<file path="src/design/link_counter_replay_filter_assert.svh">
// ----------------------------------------------------------------------------
// link_counter_replay_filter_assert.svh
// Assertion macros shared by the link counter replay filter RTL.
// ----------------------------------------------------------------------------
`ifndef LINK_COUNTER_REPLAY_FILTER_ASSERT_SVH
`define LINK_COUNTER_REPLAY_FILTER_ASSERT_SVH

// Check a consequence in the same cycle as its cause.
`define LCRF_ASSERT_NOW(lbl, ante, cons, msg) \
  lbl: assert property (@(posedge clk_i) disable iff (!rst_ni) (ante) |-> (cons)) \
    else $error(msg);

// Check a consequence in the cycle after its cause.
`define LCRF_ASSERT_NEXT(lbl, ante, cons, msg) \
  lbl: assert property (@(posedge clk_i) disable iff (!rst_ni) (ante) |=> (cons)) \
    else $error(msg);

`endif

</file>
<file path="src/design/lcrf_pkg.sv">
// ----------------------------------------------------------------------------
// lcrf_pkg
// Shared types and constants of the link counter replay filter.
// ----------------------------------------------------------------------------
package lcrf_pkg;

  localparam int unsigned CTR_W    = 32;
  localparam int unsigned LEN_W    = 8;
  localparam int unsigned IDX_W    = 4;
  localparam int unsigned WIN_W    = 6;
  localparam int unsigned TAG_W    = 5;
  localparam int unsigned CFG_IX_W = 8;
  localparam int unsigned CFG_D_W  = 8;

  typedef enum logic [1:0] {
    OP_INSTALL = 2'd0,
    OP_FORGET  = 2'd1,
    OP_TX      = 2'd2,
    OP_RX      = 2'd3
  } lcrf_op_e;

  typedef enum logic [2:0] {
    ST_OK      = 3'd0,
    ST_NO_KEY  = 3'd1,
    ST_BAD_LEN = 3'd2,
    ST_TOO_BIG = 3'd3,
    ST_AUTH    = 3'd4,
    ST_REPLAY  = 3'd5
  } lcrf_status_e;

  typedef enum logic [CFG_IX_W-1:0] {
    REG_REPLAY_WINDOW = 8'd0,
    REG_TAG_LENGTH    = 8'd1,
    REG_MAX_FRAME     = 8'd2,
    REG_MIN_SECURE    = 8'd3
  } lcrf_reg_e;

  typedef enum logic [1:0] {
    S_IDLE = 2'b01,
    S_EXEC = 2'b10
  } lcrf_state_e;

  // Decision of the execute unit for one transaction.
  typedef struct packed {
    lcrf_status_e       status;
    logic [CTR_W-1:0]   assigned;
    logic               kv_we;
    logic               kv_val;
    logic               ent_we;
    logic               inc_auth;
    logic               inc_replay;
  } lcrf_ctl_t;

endpackage

</file>
<file path="src/design/lcrf_state_mem.sv">
// ----------------------------------------------------------------------------
// lcrf_state_mem
// Per-neighbour entry store: synchronous memory with registered read and
// per-entry written flags, so an untouched entry reads as zero.
// ----------------------------------------------------------------------------
module lcrf_state_mem #(
  parameter int unsigned DEPTH = 16,
  parameter int unsigned DW    = 96
) (
  input  logic                                    clk_i,
  input  logic                                    rst_ni,
  input  logic                                    rd_en_i,
  input  logic [(DEPTH > 1 ? $clog2(DEPTH) : 1)-1:0] rd_addr_i,
  output logic [DW-1:0]                           rd_data_o,
  input  logic                                    wr_en_i,
  input  logic [(DEPTH > 1 ? $clog2(DEPTH) : 1)-1:0] wr_addr_i,
  input  logic [DW-1:0]                           wr_data_i
);

  logic [DW-1:0]    mem [DEPTH];
  logic [DEPTH-1:0] written_q;
  logic [DW-1:0]    rd_data_q;
  logic             rd_written_q;

  // Write port and registered read port
  always_ff @(posedge clk_i) begin
    if (wr_en_i) begin
      mem[wr_addr_i] <= wr_data_i;
    end
    if (rd_en_i) begin
      rd_data_q <= mem[rd_addr_i];
    end
  end

  // Track which entries hold real data since reset
  always_ff @(posedge clk_i or negedge rst_ni) begin
    if (!rst_ni) begin
      written_q    <= '0;
      rd_written_q <= 1'b0;
    end else begin
      if (wr_en_i) begin
        written_q[wr_addr_i] <= 1'b1;
      end
      if (rd_en_i) begin
        rd_written_q <= written_q[rd_addr_i];
      end
    end
  end

  // Unwritten entries read as the reset value
  assign rd_data_o = rd_written_q ? rd_data_q : '0;

endmodule

</file>
<file path="src/design/lcrf_exec.sv">
// ----------------------------------------------------------------------------
// lcrf_exec
// Execute unit: applies one operation to the entry read from memory and
// produces the updated entry and the transaction result.
// ----------------------------------------------------------------------------
module lcrf_exec #(
  parameter int unsigned WINDOW_BITS = 32
) (
  input  lcrf_pkg::lcrf_op_e                  op_i,
  input  logic                                in_range_i,
  input  logic                                key_valid_i,
  input  logic [lcrf_pkg::CTR_W-1:0]          frame_counter_i,
  input  logic [lcrf_pkg::LEN_W-1:0]          frame_length_i,
  input  logic [lcrf_pkg::LEN_W-1:0]          header_length_i,
  input  logic                                auth_passed_i,
  input  logic                                key_import_ok_i,
  input  logic [lcrf_pkg::WIN_W-1:0]          replay_window_i,
  input  logic [lcrf_pkg::TAG_W-1:0]          tag_length_i,
  input  logic [lcrf_pkg::LEN_W-1:0]          max_frame_length_i,
  input  logic [lcrf_pkg::LEN_W-1:0]          min_secure_length_i,
  input  logic [lcrf_pkg::CTR_W-1:0]          tx_count_i,
  input  logic [lcrf_pkg::CTR_W-1:0]          rx_highest_i,
  input  logic [WINDOW_BITS-1:0]              bitmap_i,
  output logic [lcrf_pkg::CTR_W-1:0]          tx_count_o,
  output logic [lcrf_pkg::CTR_W-1:0]          rx_highest_o,
  output logic [WINDOW_BITS-1:0]              bitmap_o,
  output lcrf_pkg::lcrf_ctl_t                 ctl_o
);

  import lcrf_pkg::*;

  localparam int unsigned SW = (WINDOW_BITS > 1) ? $clog2(WINDOW_BITS) : 1;

  logic [WIN_W:0]         win_eff;
  logic                   ahead;
  logic [CTR_W-1:0]       diff_up;
  logic [CTR_W-1:0]       behind;
  logic                   win_accept;
  logic [CTR_W-1:0]       win_rxh;
  logic [WINDOW_BITS-1:0] win_bm;
  logic [CTR_W-1:0]       tx_inc;
  logic [LEN_W:0]         tx_total;

  // Sliding replay window check
  always_comb begin
    win_eff = ({1'b0, replay_window_i} < (WIN_W+1)'(WINDOW_BITS)) ?
              {1'b0, replay_window_i} : (WIN_W+1)'(WINDOW_BITS);
    ahead   = frame_counter_i > rx_highest_i;
    diff_up = frame_counter_i - rx_highest_i;
    behind  = rx_highest_i - frame_counter_i;
    win_accept = 1'b0;
    win_rxh    = rx_highest_i;
    win_bm     = bitmap_i;
    if (frame_counter_i == '0) begin
      win_accept = 1'b0;
    end else if (ahead) begin
      win_accept = 1'b1;
      win_rxh    = frame_counter_i;
      if (diff_up >= CTR_W'(WINDOW_BITS)) begin
        win_bm = '0;
      end else begin
        win_bm = bitmap_i << diff_up[SW-1:0];
      end
      win_bm[0] = 1'b1;
    end else if (behind < CTR_W'(win_eff)) begin
      if (!bitmap_i[behind[SW-1:0]]) begin
        win_accept = 1'b1;
        win_bm[behind[SW-1:0]] = 1'b1;
      end
    end
  end

  assign tx_inc   = tx_count_i + CTR_W'(1);
  assign tx_total = {1'b0, frame_length_i} + (LEN_W+1)'(tag_length_i);

  // Decide the operation
  always_comb begin
    ctl_o        = '0;
    ctl_o.status = ST_OK;
    tx_count_o   = tx_count_i;
    rx_highest_o = rx_highest_i;
    bitmap_o     = bitmap_i;
    if (!in_range_i) begin
      ctl_o.status = ST_NO_KEY;
    end else begin
      unique case (op_i)
        OP_INSTALL: begin
          ctl_o.kv_we  = 1'b1;
          ctl_o.kv_val = key_import_ok_i;
          if (key_import_ok_i) begin
            ctl_o.ent_we = 1'b1;
            tx_count_o   = '0;
            rx_highest_o = '0;
            bitmap_o     = '0;
          end else begin
            ctl_o.status = ST_NO_KEY;
          end
        end
        OP_FORGET: begin
          ctl_o.kv_we  = 1'b1;
          ctl_o.kv_val = 1'b0;
        end
        OP_TX: begin
          if (!key_valid_i) begin
            ctl_o.status = ST_NO_KEY;
          end else if (frame_length_i < header_length_i) begin
            ctl_o.status = ST_BAD_LEN;
          end else begin
            // Counter stays consumed even when the size check fails
            ctl_o.ent_we   = 1'b1;
            tx_count_o     = tx_inc;
            ctl_o.assigned = tx_inc;
            if (tx_total > {1'b0, max_frame_length_i}) begin
              ctl_o.status = ST_TOO_BIG;
            end
          end
        end
        OP_RX: begin
          if (!key_valid_i) begin
            ctl_o.status = ST_NO_KEY;
          end else if (frame_length_i < min_secure_length_i) begin
            ctl_o.status = ST_BAD_LEN;
          end else if (!auth_passed_i) begin
            ctl_o.inc_auth = 1'b1;
            ctl_o.status   = ST_AUTH;
          end else if (!win_accept) begin
            ctl_o.inc_replay = 1'b1;
            ctl_o.status     = ST_REPLAY;
          end else begin
            ctl_o.ent_we = 1'b1;
            rx_highest_o = win_rxh;
            bitmap_o     = win_bm;
          end
        end
        default: begin
          ctl_o.status = ST_NO_KEY;
        end
      endcase
    end
  end

endmodule

</file>
<file path="src/design/link_counter_replay_filter.sv">
// ----------------------------------------------------------------------------
// link_counter_replay_filter
// Per-neighbour link frame counter assignment and sliding-window anti-replay
// filter with global authentication-failure and replay-drop counters.
// ----------------------------------------------------------------------------
//  Channel   Direction  Handshake                  Content
//  s_axis    in         s_axis_tvalid/tready       one operation on one entry
//  m_axis    out        m_axis_tvalid/tready       status, counter, totals
//  cfg       in         cfg_valid_i/cfg_ready_o    register index and value
//
//  Each transaction first reads its entry from the state memory (registered
//  read), then writes the update back with the result.
//  The next transaction is taken in the cycle after the write-back, so reads
//  never overlap a pending write to the same entry.
//  Reset clears key flags and totals and loads configuration defaults at once;
//  no clearing pass is needed. A full, stalled output register holds S_EXEC.
// ----------------------------------------------------------------------------
module link_counter_replay_filter #(
  parameter int unsigned NEIGHBOURS  = 16,
  parameter int unsigned WINDOW_BITS = 32
) (
  input  logic                          clk_i,
  input  logic                          rst_ni,
  // cfg: register index and write data
  input  logic                          cfg_valid_i,
  output logic                          cfg_ready_o,
  input  logic [lcrf_pkg::CFG_IX_W-1:0] cfg_index_i,
  input  logic [lcrf_pkg::CFG_D_W-1:0]  cfg_data_i,
  // s_axis_tuser: opcode [1:0]
  input  logic                          s_axis_tvalid,
  output logic                          s_axis_tready,
  input  logic [1:0]                    s_axis_tuser,
  // s_axis_tdata: neighbour_index [3:0], frame_counter [35:4],
  //   frame_length [43:36], header_length [51:44], auth_passed [52],
  //   key_import_ok [53], zero fill [55:54]
  input  logic [55:0]                   s_axis_tdata,
  // m_axis_tdata: status [2:0], assigned_counter [34:3],
  //   auth_failure_total [66:35], replay_drop_total [98:67], zero fill [103:99]
  output logic                          m_axis_tvalid,
  input  logic                          m_axis_tready,
  output logic [103:0]                  m_axis_tdata
);

  import lcrf_pkg::*;

  localparam int unsigned AW = (NEIGHBOURS > 1) ? $clog2(NEIGHBOURS) : 1;
  localparam int unsigned DW = 2 * CTR_W + WINDOW_BITS;

  // Configuration registers
  logic [WIN_W-1:0] replay_window_q;
  logic [TAG_W-1:0] tag_length_q;
  logic [LEN_W-1:0] max_frame_q;
  logic [LEN_W-1:0] min_secure_q;

  // Held transaction
  lcrf_state_e      state_q, state_d;
  lcrf_op_e         op_q;
  logic             in_range_q;
  logic [AW-1:0]    addr_q;
  logic [CTR_W-1:0] ctr_q;
  logic [LEN_W-1:0] flen_q;
  logic [LEN_W-1:0] hlen_q;
  logic             auth_q;
  logic             imp_q;

  logic [NEIGHBOURS-1:0] key_valid_q;
  logic [CTR_W-1:0]      auth_total_q;
  logic [CTR_W-1:0]      replay_total_q;

  logic                  m_valid_q;
  logic [103:0]          m_data_q;

  logic                  in_fire;
  logic                  exec_fire;
  logic [AW-1:0]         in_addr;
  logic [DW-1:0]         rd_data;
  logic [DW-1:0]         wr_data;
  logic [CTR_W-1:0]      tx_new;
  logic [CTR_W-1:0]      rxh_new;
  logic [WINDOW_BITS-1:0] bm_new;
  lcrf_ctl_t             ctl;
  logic [CTR_W-1:0]      auth_total_d;
  logic [CTR_W-1:0]      replay_total_d;

  assign cfg_ready_o   = 1'b1;
  assign s_axis_tready = (state_q == S_IDLE);
  assign in_fire       = s_axis_tvalid && s_axis_tready;
  assign exec_fire     = (state_q == S_EXEC) && (!m_valid_q || m_axis_tready);
  assign in_addr       = AW'(s_axis_tdata[3:0]);

  // Write configuration registers; unknown indexes are dropped
  always_ff @(posedge clk_i or negedge rst_ni) begin
    if (!rst_ni) begin
      replay_window_q <= WIN_W'(32);
      tag_length_q    <= TAG_W'(8);
      max_frame_q     <= LEN_W'(127);
      min_secure_q    <= LEN_W'(12);
    end else if (cfg_valid_i) begin
      unique case (cfg_index_i)
        REG_REPLAY_WINDOW: replay_window_q <= cfg_data_i[WIN_W-1:0];
        REG_TAG_LENGTH:    tag_length_q    <= cfg_data_i[TAG_W-1:0];
        REG_MAX_FRAME:     max_frame_q     <= cfg_data_i;
        REG_MIN_SECURE:    min_secure_q    <= cfg_data_i;
        default: begin
        end
      endcase
    end
  end

  // Sequence: take a transaction, then execute and write back
  always_comb begin
    state_d = state_q;
    unique case (state_q)
      S_IDLE: begin
        if (in_fire) begin
          state_d = S_EXEC;
        end
      end
      S_EXEC: begin
        if (exec_fire) begin
          state_d = S_IDLE;
        end
      end
      default: begin
        state_d = S_IDLE;
      end
    endcase
  end

  always_ff @(posedge clk_i or negedge rst_ni) begin
    if (!rst_ni) begin
      state_q <= S_IDLE;
    end else begin
      state_q <= state_d;
    end
  end

  // Capture the transaction payload
  always_ff @(posedge clk_i) begin
    if (in_fire) begin
      op_q       <= lcrf_op_e'(s_axis_tuser);
      in_range_q <= (32'(s_axis_tdata[3:0]) < NEIGHBOURS);
      addr_q     <= in_addr;
      ctr_q      <= s_axis_tdata[35:4];
      flen_q     <= s_axis_tdata[43:36];
      hlen_q     <= s_axis_tdata[51:44];
      auth_q     <= s_axis_tdata[52];
      imp_q      <= s_axis_tdata[53];
    end
  end

  lcrf_state_mem #(
    .DEPTH (NEIGHBOURS),
    .DW    (DW)
  ) u_mem (
    .clk_i     (clk_i),
    .rst_ni    (rst_ni),
    .rd_en_i   (in_fire),
    .rd_addr_i (in_addr),
    .rd_data_o (rd_data),
    .wr_en_i   (exec_fire && ctl.ent_we),
    .wr_addr_i (addr_q),
    .wr_data_i (wr_data)
  );

  lcrf_exec #(
    .WINDOW_BITS (WINDOW_BITS)
  ) u_exec (
    .op_i                (op_q),
    .in_range_i          (in_range_q),
    .key_valid_i         (key_valid_q[addr_q]),
    .frame_counter_i     (ctr_q),
    .frame_length_i      (flen_q),
    .header_length_i     (hlen_q),
    .auth_passed_i       (auth_q),
    .key_import_ok_i     (imp_q),
    .replay_window_i     (replay_window_q),
    .tag_length_i        (tag_length_q),
    .max_frame_length_i  (max_frame_q),
    .min_secure_length_i (min_secure_q),
    .tx_count_i          (rd_data[CTR_W-1:0]),
    .rx_highest_i        (rd_data[2*CTR_W-1:CTR_W]),
    .bitmap_i            (rd_data[DW-1:2*CTR_W]),
    .tx_count_o          (tx_new),
    .rx_highest_o        (rxh_new),
    .bitmap_o            (bm_new),
    .ctl_o               (ctl)
  );

  assign wr_data        = {bm_new, rxh_new, tx_new};
  assign auth_total_d   = ctl.inc_auth ? auth_total_q + CTR_W'(1) : auth_total_q;
  assign replay_total_d = ctl.inc_replay ? replay_total_q + CTR_W'(1) : replay_total_q;

  // Commit key flags and global totals
  always_ff @(posedge clk_i or negedge rst_ni) begin
    if (!rst_ni) begin
      key_valid_q    <= '0;
      auth_total_q   <= '0;
      replay_total_q <= '0;
    end else if (exec_fire) begin
      if (ctl.kv_we) begin
        key_valid_q[addr_q] <= ctl.kv_val;
      end
      auth_total_q   <= auth_total_d;
      replay_total_q <= replay_total_d;
    end
  end

  // Hold the result until the sink takes it
  always_ff @(posedge clk_i or negedge rst_ni) begin
    if (!rst_ni) begin
      m_valid_q <= 1'b0;
    end else if (exec_fire) begin
      m_valid_q <= 1'b1;
    end else if (m_axis_tready) begin
      m_valid_q <= 1'b0;
    end
  end

  always_ff @(posedge clk_i) begin
    if (exec_fire) begin
      m_data_q <= {5'b0, replay_total_d, auth_total_d, ctl.assigned, ctl.status};
    end
  end

  assign m_axis_tvalid = m_valid_q;
  assign m_axis_tdata  = m_data_q;

`include "link_counter_replay_filter_assert.svh"

  `LCRF_ASSERT_NEXT(a_accept_to_exec, in_fire, state_q == S_EXEC, "accepted transaction did not enter execute")
  `LCRF_ASSERT_NOW(a_write_in_exec, ctl.ent_we && exec_fire, state_q == S_EXEC, "entry write outside execute")
  `LCRF_ASSERT_NEXT(a_replay_count, exec_fire && ctl.inc_replay, replay_total_q == 32'($past(replay_total_q) + 32'd1), "replay total not advanced")
  `LCRF_ASSERT_NEXT(a_auth_hold, !exec_fire, $stable(auth_total_q), "auth failure total changed without a commit")

endmodule
</file>
<file path="config.mk">
export PLATFORM = sky130hd
export DESIGN_NAME = link_counter_replay_filter
export DESIGN_NICKNAME = d
export VERILOG_FILES = /design/src/design/lcrf_pkg.sv /design/src/design/lcrf_state_mem.sv /design/src/design/lcrf_exec.sv /design/src/design/link_counter_replay_filter.sv
export VERILOG_INCLUDE_DIRS = /design/src /design/src/design
export SDC_FILE = /design/constraint.sdc
export NUM_CORES = 2
export LEC_CHECK = 0
export BUFFER_PORTS_ARGS = -buffer_cell sky130_fd_sc_hd__buf_4
export CAP_MARGIN = 15
export CORE_MARGIN = 1
export CORE_UTILIZATION = 47
export DETAILED_ROUTE_END_ITERATION = 16
export PLACE_DENSITY = 0.72
export REMOVE_ABC_BUFFERS = 1
export SYNTH_ARGS = -nofsm -noshare
export SYNTH_HDL_FRONTEND = slang
export SYNTH_SLANG_ARGS = --single-unit
</file>
<file path="constraint.sdc">
create_clock -name clk_i -period 16.6 [get_ports clk_i]
set_input_delay 0.83 -clock clk_i [delete_from_list [all_inputs] [get_ports clk_i]]
set_output_delay 0.83 -clock clk_i [all_outputs]
set_load 0.1 [all_outputs]
</file>
==> results.json <==
{
  "routed_wl_mm": 208,
  "grt_start_max_net_pins": 153,
  "grt_pass1_vias": 45600,
  "worstMarginPinSlew_ns": 1.21,
  "ys.flop_type": "edfxtp_1",
  "fin_nets": 5115,
  "final-hold-violation-count": 0,
  "critPathBufInv": 6,
  "peakVddDrop_mv": 0.103,
  "synthTopCellsByArea": "edfxtp_1 65%, mux4_2 14%, dfrtp_1 3.5%",
  "r2r_start": "u_mem.rd_written_q$_DFFE_PN0P_",
  "wl_per_cell_microns": 28.1,
  "tns_ns": 0,
  "rows": 152,
  "slew_headroom": 0.195,
  "fmax_mhz": 102,
  "path_cells": "buf_12, nand2_1, ha_1, ha_1, or2_0, o211ai_2, inv_1, ha_1, a21o_1, a21oi_1, nor2b_1, a2111oi_0, nand4_1, or4_1, a2111oi_0, and4_1, and2_0, buf_4, a211oi_4, buf_4, nor2_4, buf_4, buf_4",
  "ys_seq_area_frac": 0.693,
  "crit_path_end_kind": "register",
  "path_delay_family": "buffers and inverters",
  "grt_overflow_total": 0,
  "run_status": "finished clean",
  "cts_max_path_buffers": 3,
  "crit_arrival_ns": 10.23,
  "synth_top_cells_by_count": "1787 x edfxtp_1, 509 x mux4_2, 316 x nand2_1, 208 x nor2_1, 157 x clkbuf_1",
  "cp_slowest_cell": "dfrtp_4",
  "track_usage": 0.235,
  "p_total_mw": 11.0,
  "power.density_mw_per_mm2": 119,
  "fin_crit_sh": 0.591,
  "via_per_inst": 6.15,
  "hold_buffers": 0,
  "clk_pin_slew_ns": 0.06,
  "p_leak_nw": 30.6,
  "clock_sinks": 1914,
  "rsz0062_at_grt": "false",
  "gp_congestion": 0.966,
  "slew_violations": 0,
  "ant_nets": 0,
  "dr_total_vias": 45500,
  "drive_gt1_frac": 0.231,
  "firstDrtPassIters": 6,
  "crit_required_ns": 17.02,
  "ys_ff_latch": 1914,
  "drc": 0,
  "syn_to_final_growth_pct": 12.7,
  "post_cts_buffers": 0,
  "critical-path-max-stage-delay_ns": 0.85,
  "maxCapViolCount": 0,
  "worstSkewPairLatency_ns": 0.82,
  "crit_fanout": 126,
  "antenna_cells": 0,
  "initial_core_util": 0.475,
  "crit_start": "u_mem.rd_written_q$_DFFE_PN0P_",
  "synthArstFlopShare": 0.0664,
  "dieArea_sq_mm": 0.176,
  "die_y_microns": 420,
  "post_cts_resized": 0,
  "nFillCells": 13300,
  "core_region_area_sq_mm": 0.172,
  "min_period_ns": 9.80,
  "syn_area_sq_mm": 0.0820,
  "start_kind": "register",
  "synth_cell_types": 90,
  "io_buffers": 177,
  "synth_top_cell_by_area": "edfxtp_1",
  "drt_iter0_markers": 5444,
  "cts_buffers": 182,
  "skew_ns": 0.0500,
  "ios": 186,
  "synth-edff-count": 1787,
  "avgSynthCellArea_sq_um": 17.4,
  "cts_tree": "built",
  "antenna_found_initial": 1,
  "critPathMostFrequentCell": "buf_4",
  "yosysMostFrequentCell": "edfxtp_1",
  "ctsHtreeMaxLevel": 4,
  "synth_cells": 4711,
  "die_w_microns": 420,
  "clock-root-buffer": "clkbuf_16",
  "setup_viol": 0,
  "dp_hpwl_mm": 118,
  "yosys_warnings": 0,
  "hold_class": "in2async",
  "netlist.area_leader.share": 0.654,
  "grt_pass1_wl_mm": 304,
  "path_class": "reg2reg"
}
## worst paths after layout
path                                             endpoint  slack (ns)  cells after the start
max                            u_mem.mem[4][27]$_DFFE_PP_        6.80                     23
min                            key_valid_q[3]$_DFFE_PN0P_        0.12                      1
max reg2reg                    u_mem.mem[4][27]$_DFFE_PP_        6.80                     23
min reg2reg                u_mem.written_q[1]$_DFFE_PN0P_        0.47                      2
max in group asynchronous    auth_total_q[27]$_DFFE_PN0P_       15.08                      2
min in group clk_i                    ctr_q[31]$_DFFE_PP_        0.19                      1
## per-stage QoR
stage	worst slack, ns	util	hold WS [ns]	std cells	instance area, sq um
floorplan	-1.23	-	0.426	4463	81000
global placement	7.01	0.501	0.441	7060	86400
detailed placement	6.88	0.501	0.453	7060	86400
CTS	6.85	0.535	0.100	7398	92400
global route	6.31	0.536	0.143	7404	92400
finish	6.80	0.536	0.116	7404	92400
## state kept, by name, summed over array words and instances (netlist names), 16 cells and up
name,count
auth_total_q,32
ctr_q,32
key_valid_q,16
m_axis_tdata,99
replay_total_q,32
u_mem.mem,1536
u_mem.rd_data_q,96
u_mem.written_q,16
## layout by cell type (no fill, tap or decap), drive strengths merged, types with 20 or more instances in the layout
master and n:
a211oi 22, a21o 36, a21oi 147, a22o 35, a31oi 34, and2 24, buf 291, clkbuf 231
clkinv 77, dfrtp 115, edfxtp 1787, ha 94, inv 132, mux2 40, mux2i 27, mux4 509
nand2 316, nand2b 20, nand3 118, nand4 51, nor2 209, nor3 74, nor4 32, o211ai 21
o21a 25, o21ai 130, o22ai 21, o31ai 21, xnor2 105, xor2 89
## layout make-up
class | count | area [sq um] | area share
clock inverters | 109 | 1110 | 0.0120
clock buffers | 229 | 4880 | 0.0529
repair buffers | 293 | 2350 | 0.0254
well taps | 2310 | 2890 | 0.0313
inverters | 122 | 470 | 0.00509
flip-flops and latches | 1914 | 56900 | 0.615
multi-input cells | 2427 | 23800 | 0.258
## worst reg2reg max path, stage by stage (launching register included)
cell	delay [ns]
dfrtp_4	0.85
buf_12	0.56
nand2_1	0.23
ha_1	0.38
ha_1	0.26
or2_0	0.23
o211ai_2	0.69
inv_1	0.27
ha_1	0.26
a21o_1	0.17
a21oi_1	0.15
nor2b_1	0.08
a2111oi_0	0.38
nand4_1	0.16
or4_1	0.54
a2111oi_0	0.32
and4_1	0.53
and2_0	0.19
buf_4	0.32
a211oi_4	0.10
buf_4	0.30
nor2_4	0.81
buf_4	0.78
buf_4	0.80
## cell families after synthesis
kind of cell | synth area share
flops | 0.693
simple gates | 0.0550
compound gates | 0.0490
mux | 0.149
buf+inv | 0.0184
xor+xnor | 0.0207
fa+ha+maj | 0.0148
other cells | 0.0000916
## report_power, final
group	switching [mW]	internal (mW)	total, mW
clock	1.80	2.38	4.18
combinational	0.868	0.425	1.29
sequential	0.0569	5.45	5.51
total	2.73	8.25	11.0
## metal layers
layer  vias to the layer above  track usage  part of all wire
li1                      19400            -                 -
met2                      2015        0.396              0.50
met1                     23800        0.320              0.40
met3                       333       0.0343             0.069
met5                         -            0                 0
met4                         0       0.0653             0.025
Power figures use the tool's default switching activity.
